===== config.mk =====
export PLATFORM = sky130hd
export DESIGN_NAME = tsw_fifo
export DESIGN_NICKNAME = d
export VERILOG_FILES = /design/src/hw/rtl/tsw_pkg.sv /design/src/hw/rtl/tsw_fifo.sv
export SDC_FILE = /design/constraint.sdc
export NUM_CORES = 1
export LEC_CHECK = 0
export BUFFER_PORTS_ARGS = -buffer_cell sky130_fd_sc_hd__buf_2
export CORE_MARGIN = 3
export CORE_UTILIZATION = 51
export DETAILED_ROUTE_END_ITERATION = 8
export MAX_ROUTING_LAYER = met4
export PLACE_DENSITY = 0.75
export SYNTH_ARGS = -nofsm -noshare
export SYNTH_HDL_FRONTEND = slang
export SYNTH_SLANG_ARGS = --single-unit

===== constraint.sdc =====
create_clock -name clk_i -period 3.2 [get_ports clk_i]
set_input_delay 0.64 -clock clk_i [delete_from_list [all_inputs] [get_ports clk_i]]
set_output_delay 0.64 -clock clk_i [all_outputs]
set_load 0.01 [all_outputs]

===== src/hw/rtl/tsw_pkg.sv =====
package tsw_pkg;

  localparam int unsigned MaxWidth   = 256;
  localparam int unsigned MaxHeight  = 256;
  localparam int unsigned TexDepth   = MaxWidth * MaxHeight;
  localparam int unsigned FifoDepth  = 4;
  localparam int unsigned FracBits   = 16;
  localparam logic [8:0]  SizeMaxW   = 9'(MaxWidth);
  localparam logic [8:0]  SizeMaxH   = 9'(MaxHeight);
  localparam logic [25:0] HalfTexel  = 26'(1 << (FracBits - 1));

  localparam logic [1:0] RegTexWidth   = 2'd0;
  localparam logic [1:0] RegTexHeight  = 2'd1;
  localparam logic [1:0] RegFilterMode = 2'd2;

  localparam logic OpWrite  = 1'b0;
  localparam logic OpSample = 1'b1;

  typedef struct packed {
    logic [7:0]  lo;
    logic [7:0]  hi;
    logic [15:0] w;
  } axis_t;

  // One classified item on its way to the back end.
  typedef struct packed {
    logic        is_wr;
    logic [7:0]  x0;
    logic [7:0]  x1;
    logic [7:0]  y0;
    logic [7:0]  y1;
    logic [15:0] tx;
    logic [15:0] ty;
    logic [23:0] rgb;
  } item_t;

  function automatic logic [8:0] clamp_size(logic [8:0] s, logic [8:0] smax);
    logic [8:0] r;
    if (s == 9'd0) r = 9'd1;
    else if (s > smax) r = smax;
    else r = s;
    return r;
  endfunction

  // Low/high texel index and weight along one axis, wrapped to the size in use.
  function automatic axis_t axis_split(logic [15:0] frac, logic [8:0] size, logic bilin);
    logic [24:0] prod;
    logic [25:0] pos;
    logic [8:0]  nxt;
    logic [8:0]  szm1;
    axis_t       a;
    prod = 25'(frac) * 25'(size);
    pos  = {1'b0, prod} - HalfTexel;
    nxt  = {1'b0, pos[23:16]} + 9'd1;
    szm1 = size - 9'd1;
    if (!bilin) begin
      a.lo = prod[23:16];
      a.hi = prod[23:16];
      a.w  = 16'd0;
    end else if (pos[25]) begin
      a.lo = szm1[7:0];
      a.hi = 8'd0;
      a.w  = pos[15:0];
    end else begin
      a.lo = pos[23:16];
      a.hi = (nxt >= size) ? 8'd0 : nxt[7:0];
      a.w  = pos[15:0];
    end
    return a;
  endfunction

endpackage


===== src/hw/rtl/tsw_fifo.sv =====
module tsw_fifo import tsw_pkg::*; (
  input  logic  clk_i,
  input  logic  rst_ni,
  input  logic  push_i,
  input  item_t item_i,
  output logic  full_o,
  output logic  valid_o,
  output item_t item_o,
  input  logic  pop_i
);

  localparam int unsigned PtrW = $clog2(FifoDepth);

  item_t           slot_q [FifoDepth];
  logic [PtrW-1:0] wr_q, rd_q;
  logic [PtrW:0]   cnt_q;

  assign full_o  = (cnt_q == (PtrW+1)'(FifoDepth));
  assign valid_o = (cnt_q != '0);
  assign item_o  = slot_q[rd_q];

  always_ff @(posedge clk_i or negedge rst_ni) begin
    if (!rst_ni) begin
      wr_q  <= '0;
      rd_q  <= '0;
      cnt_q <= '0;
    end else begin
      if (push_i) wr_q <= wr_q + PtrW'(1);
      if (pop_i)  rd_q <= rd_q + PtrW'(1);
      if (push_i && !pop_i)      cnt_q <= cnt_q + (PtrW+1)'(1);
      else if (pop_i && !push_i) cnt_q <= cnt_q - (PtrW+1)'(1);
    end
  end

  always_ff @(posedge clk_i) begin
    if (push_i) begin
      slot_q[wr_q] <= item_i;
    end
  end

endmodule


# Yosys cells after proc, flatten, opt, wreduce, memory -nomap -nowiden

Memories as Yosys holds them, arrays and structs flattened.
Cells that the tools add are included.

Reduce and logical (&&, ||, !) cells: 6
Multiplexer cells: 4
Equality and inequality tests: 1
Add/subtract/negate cells: 4

Operator list:

| kind                                              | count |
|---|---|
| 2-to-1 mux 3 bit                                  | 2 |
| adder 2 x 1 -> 2 bit (second input constant)      | 2 |
| adder 3 x 1 -> 3 bit (second input constant)      | 1 |
| == test 3 bit (second input constant)             | 1 |
| nonzero test 3 bit                                | 1 |
| subtractor 3 x 1 -> 3 bit (second input constant) | 1 |
| logical AND 1 bit                                 | 2 |
| zero test 1 bit                                   | 2 |
| 2-to-1 mux 1 bit                                  | 2 |
| nonzero test 2 bit                                | 1 |

Flip-flop bits (word level): 7
Output and inout bits: 91
Memory bits (writable): 356
Memories: 1
Word-level logic and storage cells: 19

Memories:

| name   | depth | bits a word | read ports | clocked after memory_dff | write ports | RTL line       | source |
|---|---|---|---|---|---|---|---|
| slot_q | 4     | 89          | 1          | 0                        | 1           | tsw_fifo.sv:14 | `item_t slot_q [FifoDepth];` |

# Logic depth before layout (Yosys ltp)

Word-level depth: 4
Mapped depth: 7

# Least setup slack after synthesis

No wires, ideal clock.

Kind: input -> register
From: in push_i
To: mem slot_q[1][0] (netlist name) (enable)
Setup slack: 39 ps
Arrival time: 2704 ps
Stages on the path: 1
Library setup time: 457 ps
Data required time: 2743 ps
Cells stage by stage: and2_1

Longest elaborated chain between the ends: 2

RTL lines:

| what                                   | RTL line       | source |
|---|---|---|
| start, declared                        | tsw_fifo.sv:4  | `input logic push_i,` |
| 2-to-1 mux 1 bit                       | tsw_fifo.sv:36 | `if (push_i) begin` |
| 2-to-1 mux 1 bit (implied by the code) | tsw_fifo.sv:37 | `slot_q[wr_q] <= item_i;` |
| end, declared                          | tsw_fifo.sv:14 |  |

Every way passes these cells.

==> run summary <==
The critical path contains buffers and inverters numbering 2 combined. TritonCTS built the clock tree. In this run the worst hold path is classified as in2reg. The final layout contains routed wiring with a total length of 24300 um. The total overflow left after global routing is 0.

Clock skew on the completed layout was measured at 0.0145 ns. Net switching is 28.0% of the power. The global routing usage on met1 was 24.0%.

Detailed placement ended at an HPWL of 14900 um. Dividing the detail-routed wire length by the instance count gives 22.5 um. The worst pin sits at a relative slew slack of 58.9%. In the finished design, the share of the clock period the worst path needs comes to 89.8%. In this run, distinct cell masters in the synthesized netlist total 19.

The signal on the critical path passes through buf_4, mux4_2, buf_2. CTS placed an instance of sky130_fd_sc_hd__clkbuf_16 at the clock tree root. The buffer count from post-CTS setup fixing was 0. The largest individual stage delay along the critical path comes from the cell sky130_fd_sc_hd__dfrtp_4. Adding up every negative setup slack in the final design gives 0 ns. Combinational fraction of design power: 27.4%.

The horizontal die dimension is 168 um. The run finished with clean final reports. The tools report the kind of capture point of the worst setup path as an output port. After clock tree synthesis, the clock-pin slew on the worst setup and hold paths is 0.06 ns. For the post-synthesis net count, the log shows 598. Layer carrying the most global-route usage: met2. The number of storage elements in the synthesis netlist was 363. The category of cells accounting for the largest share of critical-path delay was flip-flops. On the final layout, the worst hold slack is 0.339 ns. The run gives 0 as the total setup violations reported at the end of the flow.

The cell count after synthesis came out at 499. Clock tree synthesis found a total of 363 sinks. Setup repair after global routing left no endpoint under its margin.

Die extent in y: 168 um. The run gives 0 as the max capacitance violation total. The run gives 45.1% as the sequential group share of total power. After detailed routing, the number of remaining DRC violations is 0. The detail route stage leaves a number of antenna-violating nets equal to 0. The final net count is 815, and the clock insertion delay at the later pin of the skew report is 0.51 ns.

The netlist area before placement was 13300 sq um; the maximum vdd drop was 0.000548 V. The run gives 81.5% as the share of the yosys chip area belonging to registers. The leakage power summed over all cells was 0.00542 uW; the total number of placement rows was 58. For this run, the top clock speed supported by timing is 0.348 GHz. Entering global routing, the biggest net connects 42 pins.

The number of max-slew violations in the final report is 0, and the via count of the first global-routing pass is 6694. Routability-driven placement finished with a final weighted congestion of 0.767. Of all nets on the critical path, the largest fanout is 17. The final non-filler cell total was 1077.

At the pin with the least slew margin, the transition time is 0.616 ns. The worst setup path is of the reg2out kind. For the clock power share, the log shows 27.5%. The most instantiated flip-flop cell in the synthesis netlist was sky130_fd_sc_hd__edfxtp_1. For met3 alone, demand over resource in global routing was 5.71%. The layout overhead on the synthesized area was 18.6%; the arrival time of data at the critical path endpoint was 2.23 ns. Count of flip-flops with a built-in enable after synthesis: 356. A synthesized cell averages 26.7 sq um. The detailed router placed 6019 vias in this run.

The clock tree buffer depth was 3. The count of final hold-check violations is 0, and the first-pass GRT wire length is 38900 um. The share of synthesized flip-flops with an asynchronous set or reset is 1.93%. The run gives 18.4% as the overall fraction of global-route tracks in use.

The kind of start point of the critical path is a flip-flop. In this run the tool buffered the top-level ports with 183 buffer cells. The H-tree depth came out at 2.

The logs give 0 for the total number of yosys warnings and 5 for the initial antenna violation count. For this run, global-route usage on met2 was measured as 28.7%. First-iteration detailed-routing DRC count: 561.

The maximum single-stage delay on the critical path is 0.67 ns. The floorplan step defined a die boundary enclosing 28100 sq um. The worst path needs 2.87 ns of the cycle, external delays included. After floorplanning, the core was sized to cover 25400 sq um. The clock buffer count from CTS is 37, and the fraction of final layout cells with drive strength greater than 1 is 46.4%. Per-cell via count in the routed design: 5.59. The required arrival time at the worst endpoint came out at 2.56 ns. The starting utilization of the core area is 52.5%. Once the clock tree was built, the resizer swapped 0 gates to a different size. Before antenna repair, the detailed router went through 5 iterations.

Summing internal, switching and leakage power gives 14600 uW. The total power per unit cell area was 926 nW/um^2; the total instance count after detailed placement was 1006. The top-level I/O count was 184. The internal power component is 10500 uW, and the switching power is 4100 uW.
-- per-stage QoR --
step / utilization [%] / setup slack, ns / area, sq um
after floorplan: - / 0.0391 / 13300
after global placement: 57.6 / 0.841 / 14600
after detailed placement: 57.6 / 0.807 / 14600
after CTS: 62.2 / 0.255 / 15800
after global routing: 62.2 / 0.179 / 15800
final: 62.2 / 0.327 / 15800
-- layer usage --
metal,share of wire (%),wire length (um)
met1,40,9680
met2,50,12000
met3,8.4,2050
met4,2.1,503
met5,0,0
-- cell type report --
cell class | instances | area, sq um
tap | 330 | 413
inverter | 4 | 15.0
clock inverter | 19 | 145
timing repair buffer | 198 | 1130
sequential | 363 | 10900
multi-input combinational | 112 | 2220
fill | 1706 | 9590
clock buffer | 46 | 1000
antenna | 5 | 12.5
-- worst reg2reg max path, stage by stage (launching register included) --
cell and delay, ns:
sky130_fd_sc_hd__dfrtp_1 0.40, sky130_fd_sc_hd__inv_1 0.10, sky130_fd_sc_hd__ha_1 0.14, sky130_fd_sc_hd__and2_4 0.54, sky130_fd_sc_hd__buf_12 0.34
-- layout by cell type, fill, tap and decap left out, types with 2 or more instances in the layout --
| cell type | Yosys | layout |
|---|---|---|
| sky130_fd_sc_hd__clkinvlp_4 | 0 | 2 |
| sky130_fd_sc_hd__clkbuf_1 | 1 | 7 |
| sky130_fd_sc_hd__and2_4 | 0 | 4 |
| sky130_fd_sc_hd__nand2_1 | 2 | 2 |
| sky130_fd_sc_hd__clkinv_2 | 0 | 7 |
| sky130_fd_sc_hd__dfrtp_1 | 7 | 5 |
| sky130_fd_sc_hd__bufinv_16 | 0 | 2 |
| sky130_fd_sc_hd__dfrtp_4 | 0 | 2 |
| sky130_fd_sc_hd__buf_12 | 9 | 8 |
| sky130_fd_sc_hd__clkbuf_16 | 0 | 39 |
| sky130_fd_sc_hd__clkinv_1 | 0 | 7 |
| sky130_fd_sc_hd__mux4_2 | 89 | 89 |
| sky130_fd_sc_hd__edfxtp_1 | 356 | 356 |
| sky130_fd_sc_hd__xor2_1 | 4 | 4 |
| sky130_fd_sc_hd__inv_1 | 4 | 4 |
| sky130_fd_sc_hd__buf_4 | 0 | 6 |
| sky130_fd_sc_hd__buf_2 | 9 | 183 |
| sky130_fd_sc_hd__ha_1 | 5 | 5 |
| sky130_fd_sc_hd__xnor2_1 | 2 | 2 |
| sky130_fd_sc_hd__diode_2 | 0 | 5 |
-- power groups by stage --
| stage | logic [uW] | clock network, uW | registers [uW] |
|---|---|---|---|
| 6_report | 4010 | 4030 | 6600 |
| 2_1_floorplan | 2900 | 0 | 6510 |
| 3_5_place_dp | 4110 | 0 | 6700 |
| 3_3_place_gp | 4040 | 0 | 6630 |
| 4_1_cts | 4140 | 4130 | 6620 |
| 5_1_grt | 4350 | 4320 | 6690 |
-- flip-flops by register name, indices dropped and copies added (netlist names) --
signal  cells
wr_q        2
cnt_q       3
rd_q        2
slot_q    356
-- cell families after synthesis --
family                     share of synthesized area (%)
AOI/OAI and AO/OA                                 0.0375
and+or+nand+nor                                    0.376
xor gates and xnor gates                           0.394
muxes                                               15.1
adders and majority gates                          0.620
DFF                                                 81.5
buffers and inverters                               1.92
-- synth_stat cells (2+ instances only) --
cell	count	area [sq um]
sky130_fd_sc_hd__mux4_2	89	2000
sky130_fd_sc_hd__nand2_1	2	7.51
sky130_fd_sc_hd__buf_12	9	180
sky130_fd_sc_hd__xnor2_1	2	17.5
sky130_fd_sc_hd__edfxtp_1	356	10700
sky130_fd_sc_hd__dfrtp_1	7	175
sky130_fd_sc_hd__inv_1	4	15.0
sky130_fd_sc_hd__xor2_1	4	35.0
sky130_fd_sc_hd__ha_1	5	62.6
sky130_fd_sc_hd__and2_1	4	25.0
sky130_fd_sc_hd__buf_2	9	45.0
-- final timing paths --
kind	end	depth (start not counted)	slack [ns]	start
setup / recovery	item_o[46]	3	0.33	rd_q[0]
hold / removal	slot_q[1][74]	1	0.34	item_i[74]
setup reg to reg	slot_q[1][22]	4	1.30	wr_q[1]
hold reg to reg	cnt_q[2]	1	0.49	cnt_q[2]
max in group asynchronous	rd_q[0]	2	2.53	rst_ni
min in group asynchronous	cnt_q[2]	2	0.49	rst_ni
-- repair_timing --
item / in CTS / in global routing
endpoints found under the setup margin: 0 / 0
hold endpoints to repair: 7 / 0
hold buffers: 1 / 0
No activity file was read; power rests on OpenSTA's default activity.
