### src/hw/rtl/tsw_pkg.sv
package tsw_pkg;

  localparam int unsigned MaxWidth   = 256;
  localparam int unsigned MaxHeight  = 256;
  localparam int unsigned TexDepth   = MaxWidth * MaxHeight;
  localparam int unsigned FifoDepth  = 4;
  localparam int unsigned FracBits   = 16;
  localparam logic [8:0]  SizeMaxW   = 9'(MaxWidth);
  localparam logic [8:0]  SizeMaxH   = 9'(MaxHeight);
  localparam logic [25:0] HalfTexel  = 26'(1 << (FracBits - 1));

  localparam logic [1:0] RegTexWidth   = 2'd0;
  localparam logic [1:0] RegTexHeight  = 2'd1;
  localparam logic [1:0] RegFilterMode = 2'd2;

  localparam logic OpWrite  = 1'b0;
  localparam logic OpSample = 1'b1;

  typedef struct packed {
    logic [7:0]  lo;
    logic [7:0]  hi;
    logic [15:0] w;
  } axis_t;

  // One classified item on its way to the back end.
  typedef struct packed {
    logic        is_wr;
    logic [7:0]  x0;
    logic [7:0]  x1;
    logic [7:0]  y0;
    logic [7:0]  y1;
    logic [15:0] tx;
    logic [15:0] ty;
    logic [23:0] rgb;
  } item_t;

  function automatic logic [8:0] clamp_size(logic [8:0] s, logic [8:0] smax);
    logic [8:0] r;
    if (s == 9'd0) r = 9'd1;
    else if (s > smax) r = smax;
    else r = s;
    return r;
  endfunction

  // Low/high texel index and weight along one axis, wrapped to the size in use.
  function automatic axis_t axis_split(logic [15:0] frac, logic [8:0] size, logic bilin);
    logic [24:0] prod;
    logic [25:0] pos;
    logic [8:0]  nxt;
    logic [8:0]  szm1;
    axis_t       a;
    prod = 25'(frac) * 25'(size);
    pos  = {1'b0, prod} - HalfTexel;
    nxt  = {1'b0, pos[23:16]} + 9'd1;
    szm1 = size - 9'd1;
    if (!bilin) begin
      a.lo = prod[23:16];
      a.hi = prod[23:16];
      a.w  = 16'd0;
    end else if (pos[25]) begin
      a.lo = szm1[7:0];
      a.hi = 8'd0;
      a.w  = pos[15:0];
    end else begin
      a.lo = pos[23:16];
      a.hi = (nxt >= size) ? 8'd0 : nxt[7:0];
      a.w  = pos[15:0];
    end
    return a;
  endfunction

endpackage

### src/hw/rtl/tsw_front.sv
module tsw_front import tsw_pkg::*; (
  input  logic        clk_i,
  input  logic        rst_ni,
  input  logic        in_valid_i,
  output logic        in_stall_o,
  input  logic        opcode_i,
  input  logic [31:0] coord_u_i,
  input  logic [31:0] coord_v_i,
  input  logic [7:0]  texel_x_i,
  input  logic [7:0]  texel_y_i,
  input  logic [7:0]  texel_red_i,
  input  logic [7:0]  texel_green_i,
  input  logic [7:0]  texel_blue_i,
  input  logic [8:0]  width_i,
  input  logic [8:0]  height_i,
  input  logic        bilin_i,
  output logic        push_o,
  output item_t       item_o,
  input  logic        full_i
);

  logic  valid_q;
  item_t item_q, item_d;
  logic  en;
  axis_t ax, ay;

  assign en         = !valid_q || !full_i;
  assign in_stall_o = !en;
  assign push_o     = valid_q && !full_i;
  assign item_o     = item_q;

  always_comb begin
    ax = axis_split(coord_u_i[15:0], width_i, bilin_i);
    ay = axis_split(coord_v_i[15:0], height_i, bilin_i);
    item_d.is_wr = (opcode_i == OpWrite);
    item_d.rgb   = {texel_blue_i, texel_green_i, texel_red_i};
    if (opcode_i == OpWrite) begin
      item_d.x0 = texel_x_i;
      item_d.y0 = texel_y_i;
      item_d.x1 = texel_x_i;
      item_d.y1 = texel_y_i;
      item_d.tx = 16'd0;
      item_d.ty = 16'd0;
    end else begin
      item_d.x0 = ax.lo;
      item_d.x1 = ax.hi;
      item_d.tx = ax.w;
      item_d.y0 = ay.lo;
      item_d.y1 = ay.hi;
      item_d.ty = ay.w;
    end
  end

  always_ff @(posedge clk_i or negedge rst_ni) begin
    if (!rst_ni) begin
      valid_q <= 1'b0;
    end else if (en) begin
      valid_q <= in_valid_i;
    end
  end

  always_ff @(posedge clk_i) begin
    if (en && in_valid_i) begin
      item_q <= item_d;
    end
  end

endmodule

### config.mk
export PLATFORM = sky130hd
export DESIGN_NAME = tsw_front
export DESIGN_NICKNAME = d
export VERILOG_FILES = /design/src/hw/rtl/tsw_pkg.sv /design/src/hw/rtl/tsw_front.sv
export SDC_FILE = /design/constraint.sdc
export NUM_CORES = 1
export LEC_CHECK = 0
export BUFFER_PORTS_ARGS = -buffer_cell sky130_fd_sc_hd__buf_2
export CAP_MARGIN = 10
export CORE_MARGIN = 8
export CORE_UTILIZATION = 45
export DETAILED_ROUTE_END_ITERATION = 12
export PLACE_DENSITY = 0.65
export SLEW_MARGIN = 20
export SYNTH_ARGS = -nofsm -noshare
export SYNTH_HDL_FRONTEND = slang
export SYNTH_SLANG_ARGS = --single-unit
### constraint.sdc
create_clock -name clk_i -period 6.57 [get_ports clk_i]
set_input_delay 0.657 -clock clk_i [delete_from_list [all_inputs] [get_ports clk_i]]
set_output_delay 0.657 -clock clk_i [all_outputs]
set_load 0.01 [all_outputs]
# --- After elaboration in Yosys (flattened, before gate mapping) ---
# Cells that the tools add are included.
totals:
  register_bits: 90
  inputBits: 128
  out_inout_bits: 91
  word_cells: 34
classes:
  add_sub_neg: 6
  multipliers: 2
  magnitude_cmp: 2
  muxes: 7
  bitwise: 1
  n_reduce_logical: 7
op_table:
  columns: ["operator", "n"]
  rows:
  - ["$mux W32", 4]
  - ["$mux W64", 1]
  - ["$sub A25 B16 Y26 const B", 2]
  - ["$mul A16 B9 Y25", 2]
  - ["$add A8 B1 Y9 const B", 2]
  - ["$ge A9 B9 Y1", 2]
  - ["$mux W8", 2]
  - ["$sub A8 B1 Y8 const B", 2]
  - ["$logic_not A1 Y1", 3]
  - ["$logic_and A1 B1 Y1", 2]
  - ["$reduce_and A2 Y1", 1]
  - ["$logic_or A1 B1 Y1", 1]
  - ["$not A1 Y1", 1]

# --- Logic depth before layout (Yosys ltp) ---
# Gate-level depths: netlist (run 1).
depth:
  ltp_word: 8
  mapped_depth: 31
  mapped_depth_nobuf: 29

# --- Least setup slack after synthesis (run 1) ---
# Ideal clock, no wire load.
synth_timing:
  path_type: "input to register"
  start: "in height_i[0]"
  end: "reg item_q (netlist bit item_o[63]), data pin"
  setup_time_ns: 0.167
  t_arrival_ns: 7.696
  required_time_ns: 6.403
  path_slack_ns: -1.293
  stages: 30
  n_path_buf: 2
  path_cell_list: "clkbuf_1 > clkbuf_1 > nand2_1 > fa_1 > inv_1 > fa_1 > fa_1 > inv_1 > fa_1 > inv_1 > ha_1 > or3_1 > a311o_1 > and4_1 > a2111oi_2 > inv_1 > ha_1 > inv_1 > xnor3_1 > ha_1 > ha_1 > a21o_1 > a21oi_1 > nor2b_1 > o21ai_0 > a21o_1 > a21oi_1 > nor4_2 > o22ai_1 > a211oi_1"
synth_rtl:
  columns: ["item", "line_no", "text"]
  rows:
  - ["start: declaration", "tsw_front.sv:15", "input logic [8:0] height_i,"]
  - ["end signal: assignment", "tsw_front.sv:64", "item_q <= item_d;"]
  - ["end: declaration", "tsw_front.sv:23", "item_t item_q, item_d;"]

==> load_flow_metrics.sql, run 1 <==
INSERT INTO impl_metrics (metric_group, metric, value, unit) VALUES
('status', 'status', 'finished with violations', ''),
('status', 'failed_checks', 'negative setup slack', ''),
('job', 'cap_violations', '0', ''),
('synthesis', 'synthesized_netlist_cell_count', '1615', ''),
('final_layout', 'num-fill-cells', '2663', ''),
('drt', 'remaining_design_rule_violation_count', '0', ''),
('sta', 'final_hold_viol_count', '0', ''),
('sta', 'postLayoutSetupSlackWorst', '-0.382', 'ns'),
('setup_path', 'crit_type', 'in2reg', ''),
('sta', 'max_clock_freq', '144', 'MHz'),
('setup_path', 'timing.critical_path.to', 'item_o[78]$_DFFE_PP_', ''),
('sta', 'slew_headroom', '0.260', ''),
('clock_network', 'clockRootBuffer', 'sky130_fd_sc_hd__clkbuf_16', ''),
('setup_path', 'critPathLaunchType', 'primary input', ''),
('placed_design', 'io_buffers', '186', ''),
('clock_network', 'cts_sink_count', '90', ''),
('placed_design', 'hpwl', '34800', 'µm'),
('synthesis', 'synth.most_common_cell', 'sky130_fd_sc_hd__inv_1', ''),
('sta', 'hold_ws', '0.0500', 'ns'),
('floorplanning', 'i_o_pins', '219', ''),
('global_routing', 'global_route_wire_length_before_repair', '70300', 'µm'),
('setup_path', 'r2r-start', 'valid_q$_DFFE_PN0N_', ''),
('final_layout', 'synthToLayoutAreaGrowth', '35.4', '%'),
('floorplanning', 'area_of_the_core', '0.0316', 'mm²'),
('hold_path', 'min-delay-path-class', 'in2async', ''),
('floorplanning', 'die_x', '195', 'µm'),
('clock_network', 'cts.path.max_buffers', '2', ''),
('drt', 'drt-initial-drc-count', '673', ''),
('setup_path', 'reg2reg_depth', '3', ''),
('clock_network', 'tritoncts', 'yes', ''),
('sta', 'tightestPinTransition', '1.11', 'ns'),
('drt', 'wirelength_per_cell', '17.4', 'µm'),
('synthesis', 'synth_area_leaders', 'sky130_fd_sc_hd__fa_1 (27%), sky130_fd_sc_hd__edfxtp_1 (19%), sky130_fd_sc_hd__ha_1 (9.9%), sky130_fd_sc_hd__inv_1 (7.4%), sky130_fd_sc_hd__and2_1 (5.8%)', ''),
('setup_path', 'crit_path_end_kind', 'register', ''),
('clock_network', 'holdBufCountCts', '0', ''),
('global_routing', 'grt_util_all_layers', '0.225', ''),
('drt', 'dr.pass1.iters', '5', ''),
('synthesis', 'share_of_synthesized_area_occupied_by_flip_flops_and_latches', '0.187', ''),
('sta', 'setup_viol', '16', ''),
('clock_network', 'cts.reportedPaths.clkPinSlew', '0.08', 'ns'),
('global_routing', 'first_global_vias', '13942', ''),
('floorplanning', 'number_of_placement_rows', '65', ''),
('synthesis', 'ys_seq_elements', '90', ''),
('setup_path', 'crit_fanout', '3', ''),
('sta', 'finalWorstPathRequiredPeriod', '6.95', 'ns'),
('global_routing', 'global_route_overflow', '0', ''),
('drt', 'wl_final', '42900', 'µm'),
('global_routing', 'antenna_found_initial', '2', ''),
('synthesis', 'average_size_of_a_mapped_cell', '8.94', 'µm²'),
('setup_path', 'reg2reg_setup_slack', '4.04', 'ns'),
('floorplanning', 'design.die.area', '0.0381', 'mm²'),
('sta', 'clock_skew', '0.0164', 'ns'),
('synthesis', 'synth_nets', '2055', ''),
('final_layout', 'layout-drive-gt1-share', '0.346', ''),
('synthesis', 'synth_top_flop_cell', 'sky130_fd_sc_hd__edfxtp_1', ''),
('synthesis', 'post-synth-top-area-cell', 'sky130_fd_sc_hd__fa_1', ''),
('setup_path', 'worst_r2r_endpoint', 'item_o[38]$_SDFFCE_PN0P_', ''),
('floorplanning', 'die_h', '195', 'µm'),
('synthesis', 'netlist-cell-type-count', '88', ''),
('drt', 'post_drt_via_cell_ratio', '5.22', ''),
('floorplanning', 'initial_utilization', '0.457', ''),
('synthesis', 'top_cell_types_by_occurrence_after_synthesis', 'sky130_fd_sc_hd__inv_1 (283), sky130_fd_sc_hd__nand2_1 (221), sky130_fd_sc_hd__fa_1 (198)', ''),
('synthesis', 'synth_enable_flop_cells', '89', ''),
('clock_network', 'clk-insertion-delay-late', '0.38', 'ns'),
('clock_network', 'h-tree-depth', '3', ''),
('setup_path', 'cp_slowest_stage_delay', '0.55', 'ns'),
('synthesis', 'synthesis.area', '0.0144', 'mm²'),
('sta', 'post-route-period-util', '1.06', ''),
('setup_path', 'critical_path_arrival', '7.19', 'ns'),
('synthesis', 'postSynth.asyncResetShare', '0.0111', ''),
('clock_network', 'cts_inserted_buffers', '9', '');
[worst min-delay path by stage]
stage,from,end,slack [ns]
floorplan,rst_ni,valid_q$_DFFE_PN0N_,0.36
global placement,rst_ni,valid_q$_DFFE_PN0N_,0.43
detailed placement,rst_ni,valid_q$_DFFE_PN0N_,0.43
CTS,rst_ni,valid_q$_DFFE_PN0N_,0.03
global route,rst_ni,valid_q$_DFFE_PN0N_,0.03
finish,rst_ni,valid_q$_DFFE_PN0N_,0.05
[flip-flops by register name (all words and copies together) (netlist names)]
signal,count
item_o,89
valid_q,1
[routing by layer]
| layer | global-route usage | routed length [µm] |
|---|---|---|
| met1 | 0.283 | 18500 |
| met3 | 0.0346 | 2190 |
| met5 | 0 | 13 |
| met4 | 0.0570 | 887 |
| met2 | 0.401 | 21400 |
[stage by stage]
step | TNS (ns) | instance area, µm² | setup slack [ns] | cells | util
6_report | -3.17 | 19500 | -0.382 | 2466 | 0.619
5_1_grt | -7.29 | 19500 | -0.637 | 2465 | 0.619
4_1_cts | -3.86 | 18900 | -0.336 | 2457 | 0.600
3_5_place_dp | -17.89 | 17900 | -1.08 | 2408 | 0.568
3_3_place_gp | -14.91 | 17900 | -0.958 | 2408 | 0.568
2_1_floorplan | -6.75 | 14900 | -0.628 | 1615 | -
[worst max-delay path, delay by kind of cell]
family	cells	cell delay, ns
AO/OA/AOI/OAI	7	1.40
XOR/XNOR	2	0.31
adder cells (fa/ha/maj)	7	2.73
buffers and inverters	7	0.59
AND/OR/NAND/NOR	7	1.49
[cell type report]
type	count	area [µm²]	share of cell area
Multi-Input combinational cell	1162	11300	0.577
Antenna cell	2	5.00	0.000256
Sequential cell	90	2700	0.138
Clock buffer	9	225	0.0115
Tap cell	402	503	0.0257
Inverter	284	1070	0.0546
Clock inverter	7	91.3	0.00467
Timing Repair Buffer	510	3690	0.189
[layout by cell type (no fill, tap or decap), drive strengths merged, types with 10 or more instances in the layout]
cell and n:
buf 507, inv 288, nand2 221, fa 198, and2 135, ha 114
edfxtp 89, nor2 86, a21oi 68, xnor2 43, o21ai 41, a21o 24
nand3 23, nor3 23, and3 20, xor2 20, a211oi 17, o211ai 12
clkbuf 12, o22ai 10
[kinds of logic after synthesis]
logic type / Yosys count / synth area share
simple gates: 550 / 0.187
buf+inv: 363 / 0.0976
fa+ha+maj: 312 / 0.373
compound gates: 230 / 0.111
flops: 90 / 0.187
xor+xnor: 64 / 0.0398
mux: 6 / 0.00433
[what timing repair did]
action                                  4_1_cts  5_1_grt
endpoints found under the setup margin       20       20
pin swaps                                    58       95
resized for setup                           115      140
buffers inserted                             33       13
hold endpoints to repair                      0        0
Power of run 1 is not shown: default switching activity piles up to over one toggle a cycle in this logic, so the estimate is an artifact.
==> run 2: changes to the inputs <==
--- a/config.mk
+++ b/config.mk
@@ -5,6 +5,7 @@
 export SDC_FILE = /design/constraint.sdc
 export NUM_CORES = 1
 export LEC_CHECK = 0
+export ABC_AREA = 1
 export BUFFER_PORTS_ARGS = -buffer_cell sky130_fd_sc_hd__buf_2
 export CAP_MARGIN = 10
 export CORE_MARGIN = 8
==> run 2 against run 1 <==
Compared with the run above:
- the run now ends clean
- register-to-register slack better by 0.87 ns
- via count increased by 10%
- worst setup slack gained 0.62 ns
- final cell count increased by 19%
- core utilization down 2.4 points
- largest cell class unchanged
- clock-buffer cell count stayed put
- critical path depth up 9
- global-route usage is 1.2 points lower
- synthesized cell count increased by 28%
==> load_flow_metrics.sql, run 2 <==
INSERT INTO impl_metrics (metric_group, metric, value, unit) VALUES
('synthesis', 'synthesized_netlist_cell_count', '2070', ''),
('setup_path', 'worst-endpoint-required', '6.80', 'ns'),
('final_layout', 'mostFrequentLayoutCells', 'sky130_fd_sc_hd__nand2_1 (610), sky130_fd_sc_hd__inv_1 (509), sky130_fd_sc_hd__buf_4 (291)', ''),
('floorplanning', 'number_of_placement_rows', '67', ''),
('setup_path', 'critPathLaunchType', 'primary input', ''),
('clock_network', 'cts_inserted_buffers', '9', ''),
('clock_network', 'clk-insertion-delay-late', '0.37', 'ns'),
('drt', 'post_drt_via_cell_ratio', '4.84', ''),
('setup_path', 'crit_path_end_kind', 'register', ''),
('clock_network', 'cts_sink_count', '90', ''),
('sta', 'clock_skew', '0.0231', 'ns'),
('setup_path', 'reg2reg_depth', '4', ''),
('placed_design', 'gp_routability_congestion', '0.880', ''),
('job', 'cap_violations', '0', ''),
('final_layout', 'most_common_cell_after_layout_fill_and_taps_aside', 'sky130_fd_sc_hd__nand2_1', ''),
('sta', 'setup_viol', '0', ''),
('sta', 'finalWorstPathRequiredPeriod', '6.33', 'ns'),
('drt', 'dr.pass1.iters', '5', ''),
('global_routing', 'global_route.usage.met1', '0.246', ''),
('clock_network', 'h-tree-depth', '3', ''),
('synthesis', 'synth_enable_flop_cells', '89', ''),
('sta', 'hold_ws', '0.0628', 'ns'),
('synthesis', 'ys_seq_elements', '90', ''),
('floorplanning', 'initial_utilization', '0.455', ''),
('drt', 'drt-initial-drc-count', '620', ''),
('setup_path', 'critical_path_arrival', '6.56', 'ns'),
('global_routing', 'grt_util_all_layers', '0.214', ''),
('synthesis', 'post-synth-top-area-cell', 'sky130_fd_sc_hd__fa_1', ''),
('drt', 'antenna_violating_nets_post_route', '0', ''),
('final_layout', 'finalNetCount', '2920', ''),
('setup_path', 'cpMostUsedCell', 'sky130_fd_sc_hd__nand2_1', ''),
('synthesis', 'ys_warn_count', '0', ''),
('placed_design', 'io_buffers', '186', ''),
('synthesis', 'synthesis.area', '0.0152', 'mm²'),
('drt', 'wl_final', '43100', 'µm'),
('sta', 'final_hold_viol_count', '0', ''),
('final_layout', 'insertedDiodeCount', '0', ''),
('global_routing', 'antenna_found_initial', '0', ''),
('global_routing', 'busiest_layer', 'met2', ''),
('global_routing', 'met2_track_usage_gr', '0.408', ''),
('sta', 'post-route-period-util', '0.963', ''),
('synthesis', 'netlist-cell-type-count', '44', ''),
('sta', 'tightestPinTransition', '0.836', 'ns'),
('floorplanning', 'die_h', '200', 'µm'),
('synthesis', 'synth_top_flop_cell', 'sky130_fd_sc_hd__edfxtp_1', ''),
('clock_network', 'clockRootBuffer', 'sky130_fd_sc_hd__clkbuf_16', ''),
('status', 'status', 'completed', ''),
('setup_path', 'crit_type', 'in2reg', ''),
('drt', 'remaining_design_rule_violation_count', '0', ''),
('clock_network', 'tritoncts', 'yes', ''),
('synthesis', 'postSynth.asyncResetShare', '0.0111', ''),
('final_layout', 'layout-drive-gt1-share', '0.287', ''),
('final_layout', 'number_of_flip_flops_under_the_largest_register_name', '89', ''),
('clock_network', 'cts.path.max_buffers', '2', ''),
('final_layout', 'multi_input_comb_area', '0.0109', 'mm²'),
('final_layout', 'synthToLayoutAreaGrowth', '30.9', '%'),
('floorplanning', 'i_o_pins', '219', ''),
('floorplanning', 'die_x', '200', 'µm'),
('global_routing', 'global_route_wire_length_before_repair', '68800', 'µm'),
('drt', 'wirelength_per_cell', '14.7', 'µm'),
('sta', 'slew_violations', '0', ''),
('synthesis', 'synth.most_common_cell', 'sky130_fd_sc_hd__nand2_1', ''),
('floorplanning', 'design.die.area', '0.0398', 'mm²'),
('setup_path', 'cell_with_the_largest_stage_delay_on_the_worst_path', 'sky130_fd_sc_hd__fa_1', ''),
('global_routing', 'grt_max_degree', '90', ''),
('final_layout', 'num-fill-cells', '3074', ''),
('synthesis', 'share_of_synthesized_area_occupied_by_flip_flops_and_latches', '0.178', ''),
('hold_path', 'min-delay-path-class', 'in2async', ''),
('floorplanning', 'area_of_the_core', '0.0334', 'mm²'),
('final_layout', 'register_area', '0.00270', 'mm²'),
('synthesis', 'synth_area_leaders', 'sky130_fd_sc_hd__fa_1 (26%), sky130_fd_sc_hd__edfxtp_1 (18%), sky130_fd_sc_hd__nand2_1 (16%), sky130_fd_sc_hd__inv_1 (13%), sky130_fd_sc_hd__ha_1 (9.4%)', ''),
('global_routing', 'global_route_overflow', '0', ''),
('sta', 'slew_headroom', '0.443', ''),
('clock_network', 'cts.reportedPaths.clkPinSlew', '0.07', 'ns'),
('synthesis', 'synth_nets', '2510', ''),
('synthesis', 'top_cell_types_by_occurrence_after_synthesis', 'sky130_fd_sc_hd__nand2_1 (660), sky130_fd_sc_hd__inv_1 (526), sky130_fd_sc_hd__fa_1 (198)', ''),
('global_routing', 'grt_use_met3', '0.0195', ''),
('synthesis', 'average_size_of_a_mapped_cell', '7.33', 'µm²'),
('synthesis', 'post-synth-top-area-fraction', '0.261', ''),
('setup_path', 'crit_fanout', '13', ''),
('final_layout', 'final_core_utilization', '0.595', ''),
('sta', 'max_clock_freq', '158', 'MHz'),
('global_routing', 'first_global_vias', '14692', ''),
('clock_network', 'holdBufCountCts', '0', ''),
('drt', 'via_count', '14182', ''),
('placed_design', 'hpwl', '35300', 'µm'),
('setup_path', 'cp_slowest_stage_delay', '0.55', 'ns');
-- run 2: per-layer routing --
metal / vias to the layer above / share of wire
li1: 6952 / -
met1: 6847 / 0.40
met2: 311 / 0.53
met3: 72 / 0.039
met4: 0 / 0.027
met5: - / 0
-- run 2: logic make-up after synthesis --
family	share of synthesized area
AO/OA/AOI/OAI	0.0508
XOR/XNOR	0.0104
adder cells (fa/ha/maj)	0.355
buffers and inverters	0.154
flip-flops	0.178
AND/OR/NAND/NOR	0.251
-- run 2: layout make-up --
class | count | share of cell area
clock buffers | 9 | 0.0113
clock inverters | 7 | 0.00384
inverters | 538 | 0.102
multi-input cells | 1361 | 0.549
flip-flops and latches | 90 | 0.136
well taps | 448 | 0.0282
repair buffers | 480 | 0.170
-- run 2: what timing repair did --
item,CTS,global route
endpoints found under the setup margin,15,16
setup buffers,0,25
pin swaps,0,100
gates resized for setup,13,244
-- run 2: worst paths after layout --
path / from / to / slack, ns
max reg2reg: valid_q$_DFFE_PN0N_ / item_o[32]$_SDFFCE_PN0P_ / 4.91
min in group clk_i: texel_red_i[6] / item_o[6]$_DFFE_PP_ / 0.47
max in group asynchronous: rst_ni / valid_q$_DFFE_PN0N_ / 6.42
min reg2reg: valid_q$_DFFE_PN0N_ / valid_q$_DFFE_PN0N_ / 0.49
min: rst_ni / valid_q$_DFFE_PN0N_ / 0.06
max: height_i[0] / item_o[63]$_DFFE_PP_ / 0.24
-- run 2: through the flow --
step                      instance area, µm²  setup slack (ns)  std cells  setup TNS [ns]
final                                  19900             0.242       2933               0
after global routing                   19900           -0.0768       2933          -0.422
after CTS                              18700           0.00107       2908               0
after detailed placement               18400            -0.602       2892           -7.82
after global placement                 18400            -0.482       2892           -5.66
after floorplan                        15300            0.0126       2070               0
-- run 2: worst max-delay path, delay by kind of cell --
kind / cells / cell delay (ns)
fa+ha+maj: 6 / 2.55
compound gates: 2 / 0.49
simple gates: 21 / 1.91
buf+inv: 10 / 0.94
Power of run 2 is left out for the same reason.
==> run 3: changes to the inputs <==
--- a/config.mk
+++ b/config.mk
@@ -9,9 +9,9 @@
 export BUFFER_PORTS_ARGS = -buffer_cell sky130_fd_sc_hd__buf_2
 export CAP_MARGIN = 10
 export CORE_MARGIN = 8
-export CORE_UTILIZATION = 45
+export CORE_UTILIZATION = 40
+export CTS_CLUSTER_SIZE = 24
 export DETAILED_ROUTE_END_ITERATION = 12
-export PLACE_DENSITY = 0.65
 export SLEW_MARGIN = 20
 export SYNTH_ARGS = -nofsm -noshare
 export SYNTH_HDL_FRONTEND = slang
==> run 3 against run 2 <==
Compared with the run above:
- final area is 1.1% higher
- via count is 0.77% lower
- critical path depth is 2 higher
- die area is 11% higher
- sequential cell count stayed put
- worst setup slack better by 0.0012 ns
- fmax hardly changed
- register-to-register slack better by 0.13 ns
- core utilization is 6.0 points lower
- final cell count is 2.5% higher
- critical endpoint unchanged
- largest cell class unchanged
- highest routed layer unchanged
==> load_flow_metrics.sql, run 3 (synthesized netlist as in run 2, its figures left out) <==
INSERT INTO impl_metrics (metric_group, metric, value, unit) VALUES
('setup_path', 'critical_path_arrival', '6.56', 'ns'),
('sta', 'clock_skew', '0.0115', 'ns'),
('final_layout', 'num-fill-cells', '3617', ''),
('drt', 'via_count', '14073', ''),
('hold_path', 'min-delay-path-class', 'in2async', ''),
('drt', 'antenna_violating_nets_post_route', '0', ''),
('placed_design', 'hpwl', '36000', 'µm'),
('placed_design', 'io_buffers', '186', ''),
('sta', 'hold_ws', '0.0668', 'ns'),
('global_routing', 'first_global_vias', '14712', ''),
('sta', 'slew_violations', '0', ''),
('status', 'status', 'completed', ''),
('setup_path', 'cp_slowest_stage_delay', '0.53', 'ns'),
('global_routing', 'grt_util_all_layers', '0.192', ''),
('sta', 'setup_viol', '0', ''),
('final_layout', 'register_area', '0.00270', 'mm²'),
('floorplanning', 'design.die.area', '0.0444', 'mm²'),
('sta', 'post-route-period-util', '0.963', ''),
('setup_path', 'reg2reg_depth', '4', ''),
('setup_path', 'cpMostUsedCell', 'sky130_fd_sc_hd__nand2_1', ''),
('setup_path', 'crit_fanout', '11', ''),
('clock_network', 'tritoncts', 'yes', ''),
('setup_path', 'crit_path_end_kind', 'register', ''),
('floorplanning', 'initial_utilization', '0.405', ''),
('setup_path', 'crit_type', 'in2reg', ''),
('final_layout', 'mostFrequentLayoutCells', 'sky130_fd_sc_hd__nand2_1 (604), sky130_fd_sc_hd__inv_1 (505), sky130_fd_sc_hd__buf_4 (298)', ''),
('final_layout', 'final_core_utilization', '0.536', ''),
('sta', 'max_clock_freq', '158', 'MHz'),
('final_layout', 'insertedDiodeCount', '0', ''),
('final_layout', 'number_of_flip_flops_under_the_largest_register_name', '89', ''),
('clock_network', 'clk-insertion-delay-late', '0.36', 'ns'),
('sta', 'finalWorstPathRequiredPeriod', '6.33', 'ns'),
('drt', 'remaining_design_rule_violation_count', '0', ''),
('clock_network', 'cts_sink_count', '90', ''),
('placed_design', 'gp_routability_congestion', '0.894', ''),
('clock_network', 'holdBufCountCts', '0', ''),
('final_layout', 'most_common_cell_after_layout_fill_and_taps_aside', 'sky130_fd_sc_hd__nand2_1', ''),
('clock_network', 'cts.reportedPaths.clkPinSlew', '0.08', 'ns'),
('final_layout', 'layout-drive-gt1-share', '0.294', ''),
('drt', 'dr.pass1.iters', '5', ''),
('clock_network', 'h-tree-depth', '3', ''),
('drt', 'wirelength_per_cell', '14.4', 'µm'),
('setup_path', 'cell_with_the_largest_stage_delay_on_the_worst_path', 'sky130_fd_sc_hd__fa_1', ''),
('job', 'cap_violations', '0', ''),
('drt', 'wl_final', '43300', 'µm'),
('floorplanning', 'area_of_the_core', '0.0375', 'mm²'),
('setup_path', 'critPathLaunchType', 'primary input', ''),
('floorplanning', 'number_of_placement_rows', '71', ''),
('floorplanning', 'die_x', '211', 'µm'),
('global_routing', 'global_route_overflow', '0', ''),
('clock_network', 'cts_inserted_buffers', '9', ''),
('sta', 'slew_headroom', '0.478', ''),
('setup_path', 'worst-endpoint-required', '6.81', 'ns'),
('sta', 'postLayoutSetupSlackWorst', '0.243', 'ns'),
('sta', 'tightestPinTransition', '0.782', 'ns'),
('placed_design', 'post-place-ws', '-0.656', 'ns'),
('final_layout', 'multi_input_comb_area', '0.0109', 'mm²'),
('clock_network', 'clockRootBuffer', 'sky130_fd_sc_hd__clkbuf_16', ''),
('final_layout', 'synthToLayoutAreaGrowth', '32.4', '%'),
('floorplanning', 'die_h', '211', 'µm'),
('sta', 'final_hold_viol_count', '0', ''),
('global_routing', 'global_route_wire_length_before_repair', '70200', 'µm'),
('clock_network', 'cts.path.max_buffers', '2', ''),
('global_routing', 'antenna_found_initial', '0', ''),
('drt', 'post_drt_via_cell_ratio', '4.68', ''),
('drt', 'drt-initial-drc-count', '681', ''),
('floorplanning', 'i_o_pins', '219', ''),
('global_routing', 'grt_max_degree', '49', ''),
('final_layout', 'finalNetCount', '2931', '');
[run 3: path summary, 6_finish.rpt]
| check | start | endpoint | slack (ns) |
|---|---|---|---|
| worst min register to register | valid_q$_DFFE_PN0N_ | valid_q$_DFFE_PN0N_ | 0.52 |
| max in group asynchronous | rst_ni | valid_q$_DFFE_PN0N_ | 6.42 |
| worst max-delay path | height_i[1] | item_o[63]$_DFFE_PP_ | 0.24 |
| worst max register to register | valid_q$_DFFE_PN0N_ | item_o[25]$_SDFFCE_PN0P_ | 5.04 |
| min in group clk_i | texel_green_i[6] | item_o[14]$_DFFE_PP_ | 0.47 |
| worst min-delay path | rst_ni | valid_q$_DFFE_PN0N_ | 0.07 |
[run 3: metrics by stage]
step | cells | area [µm²] | TNS (ns)
finish | 3007 | 20100 | 0
global route | 3007 | 20100 | -0.850
CTS | 2983 | 19000 | 0
detailed placement | 2967 | 18600 | -7.57
global placement | 2967 | 18600 | -6.15
floorplan | 2070 | 15300 | 0
[run 3: layout make-up]
type,count,share of cell area
Multi-Input combinational cell,1361,0.545
Timing Repair Buffer,491,0.173
Sequential cell,90,0.134
Inverter,538,0.101
Tap cell,511,0.0318
Clock buffer,9,0.0112
Clock inverter,7,0.00461
[run 3: worst max-delay path, delay by kind of cell]
| family | cells | cell delay, ns |
|---|---|---|
| buffers and inverters | 13 | 1.21 |
| adders and majority gates | 6 | 2.45 |
| AOI/OAI and AO/OA | 2 | 0.43 |
| and+or+nand+nor | 20 | 1.78 |
[run 3: routing by layer]
metal,vias to the layer above,share of wire,track usage
li1,6985,-,-
met4,0,0.028,0.0608
met2,259,0.52,0.359
met1,6761,0.41,0.227
met3,68,0.038,0.0193
met5,-,0,0
[run 3: what timing repair did]
item | in CTS | in global routing
setup endpoints to repair | 12 | 16
resized for setup | 15 | 248
pin swaps | 1 | 103
cloned | 0 | 0
buffers inserted | 0 | 25
Power of run 3 is left out for the same reason.
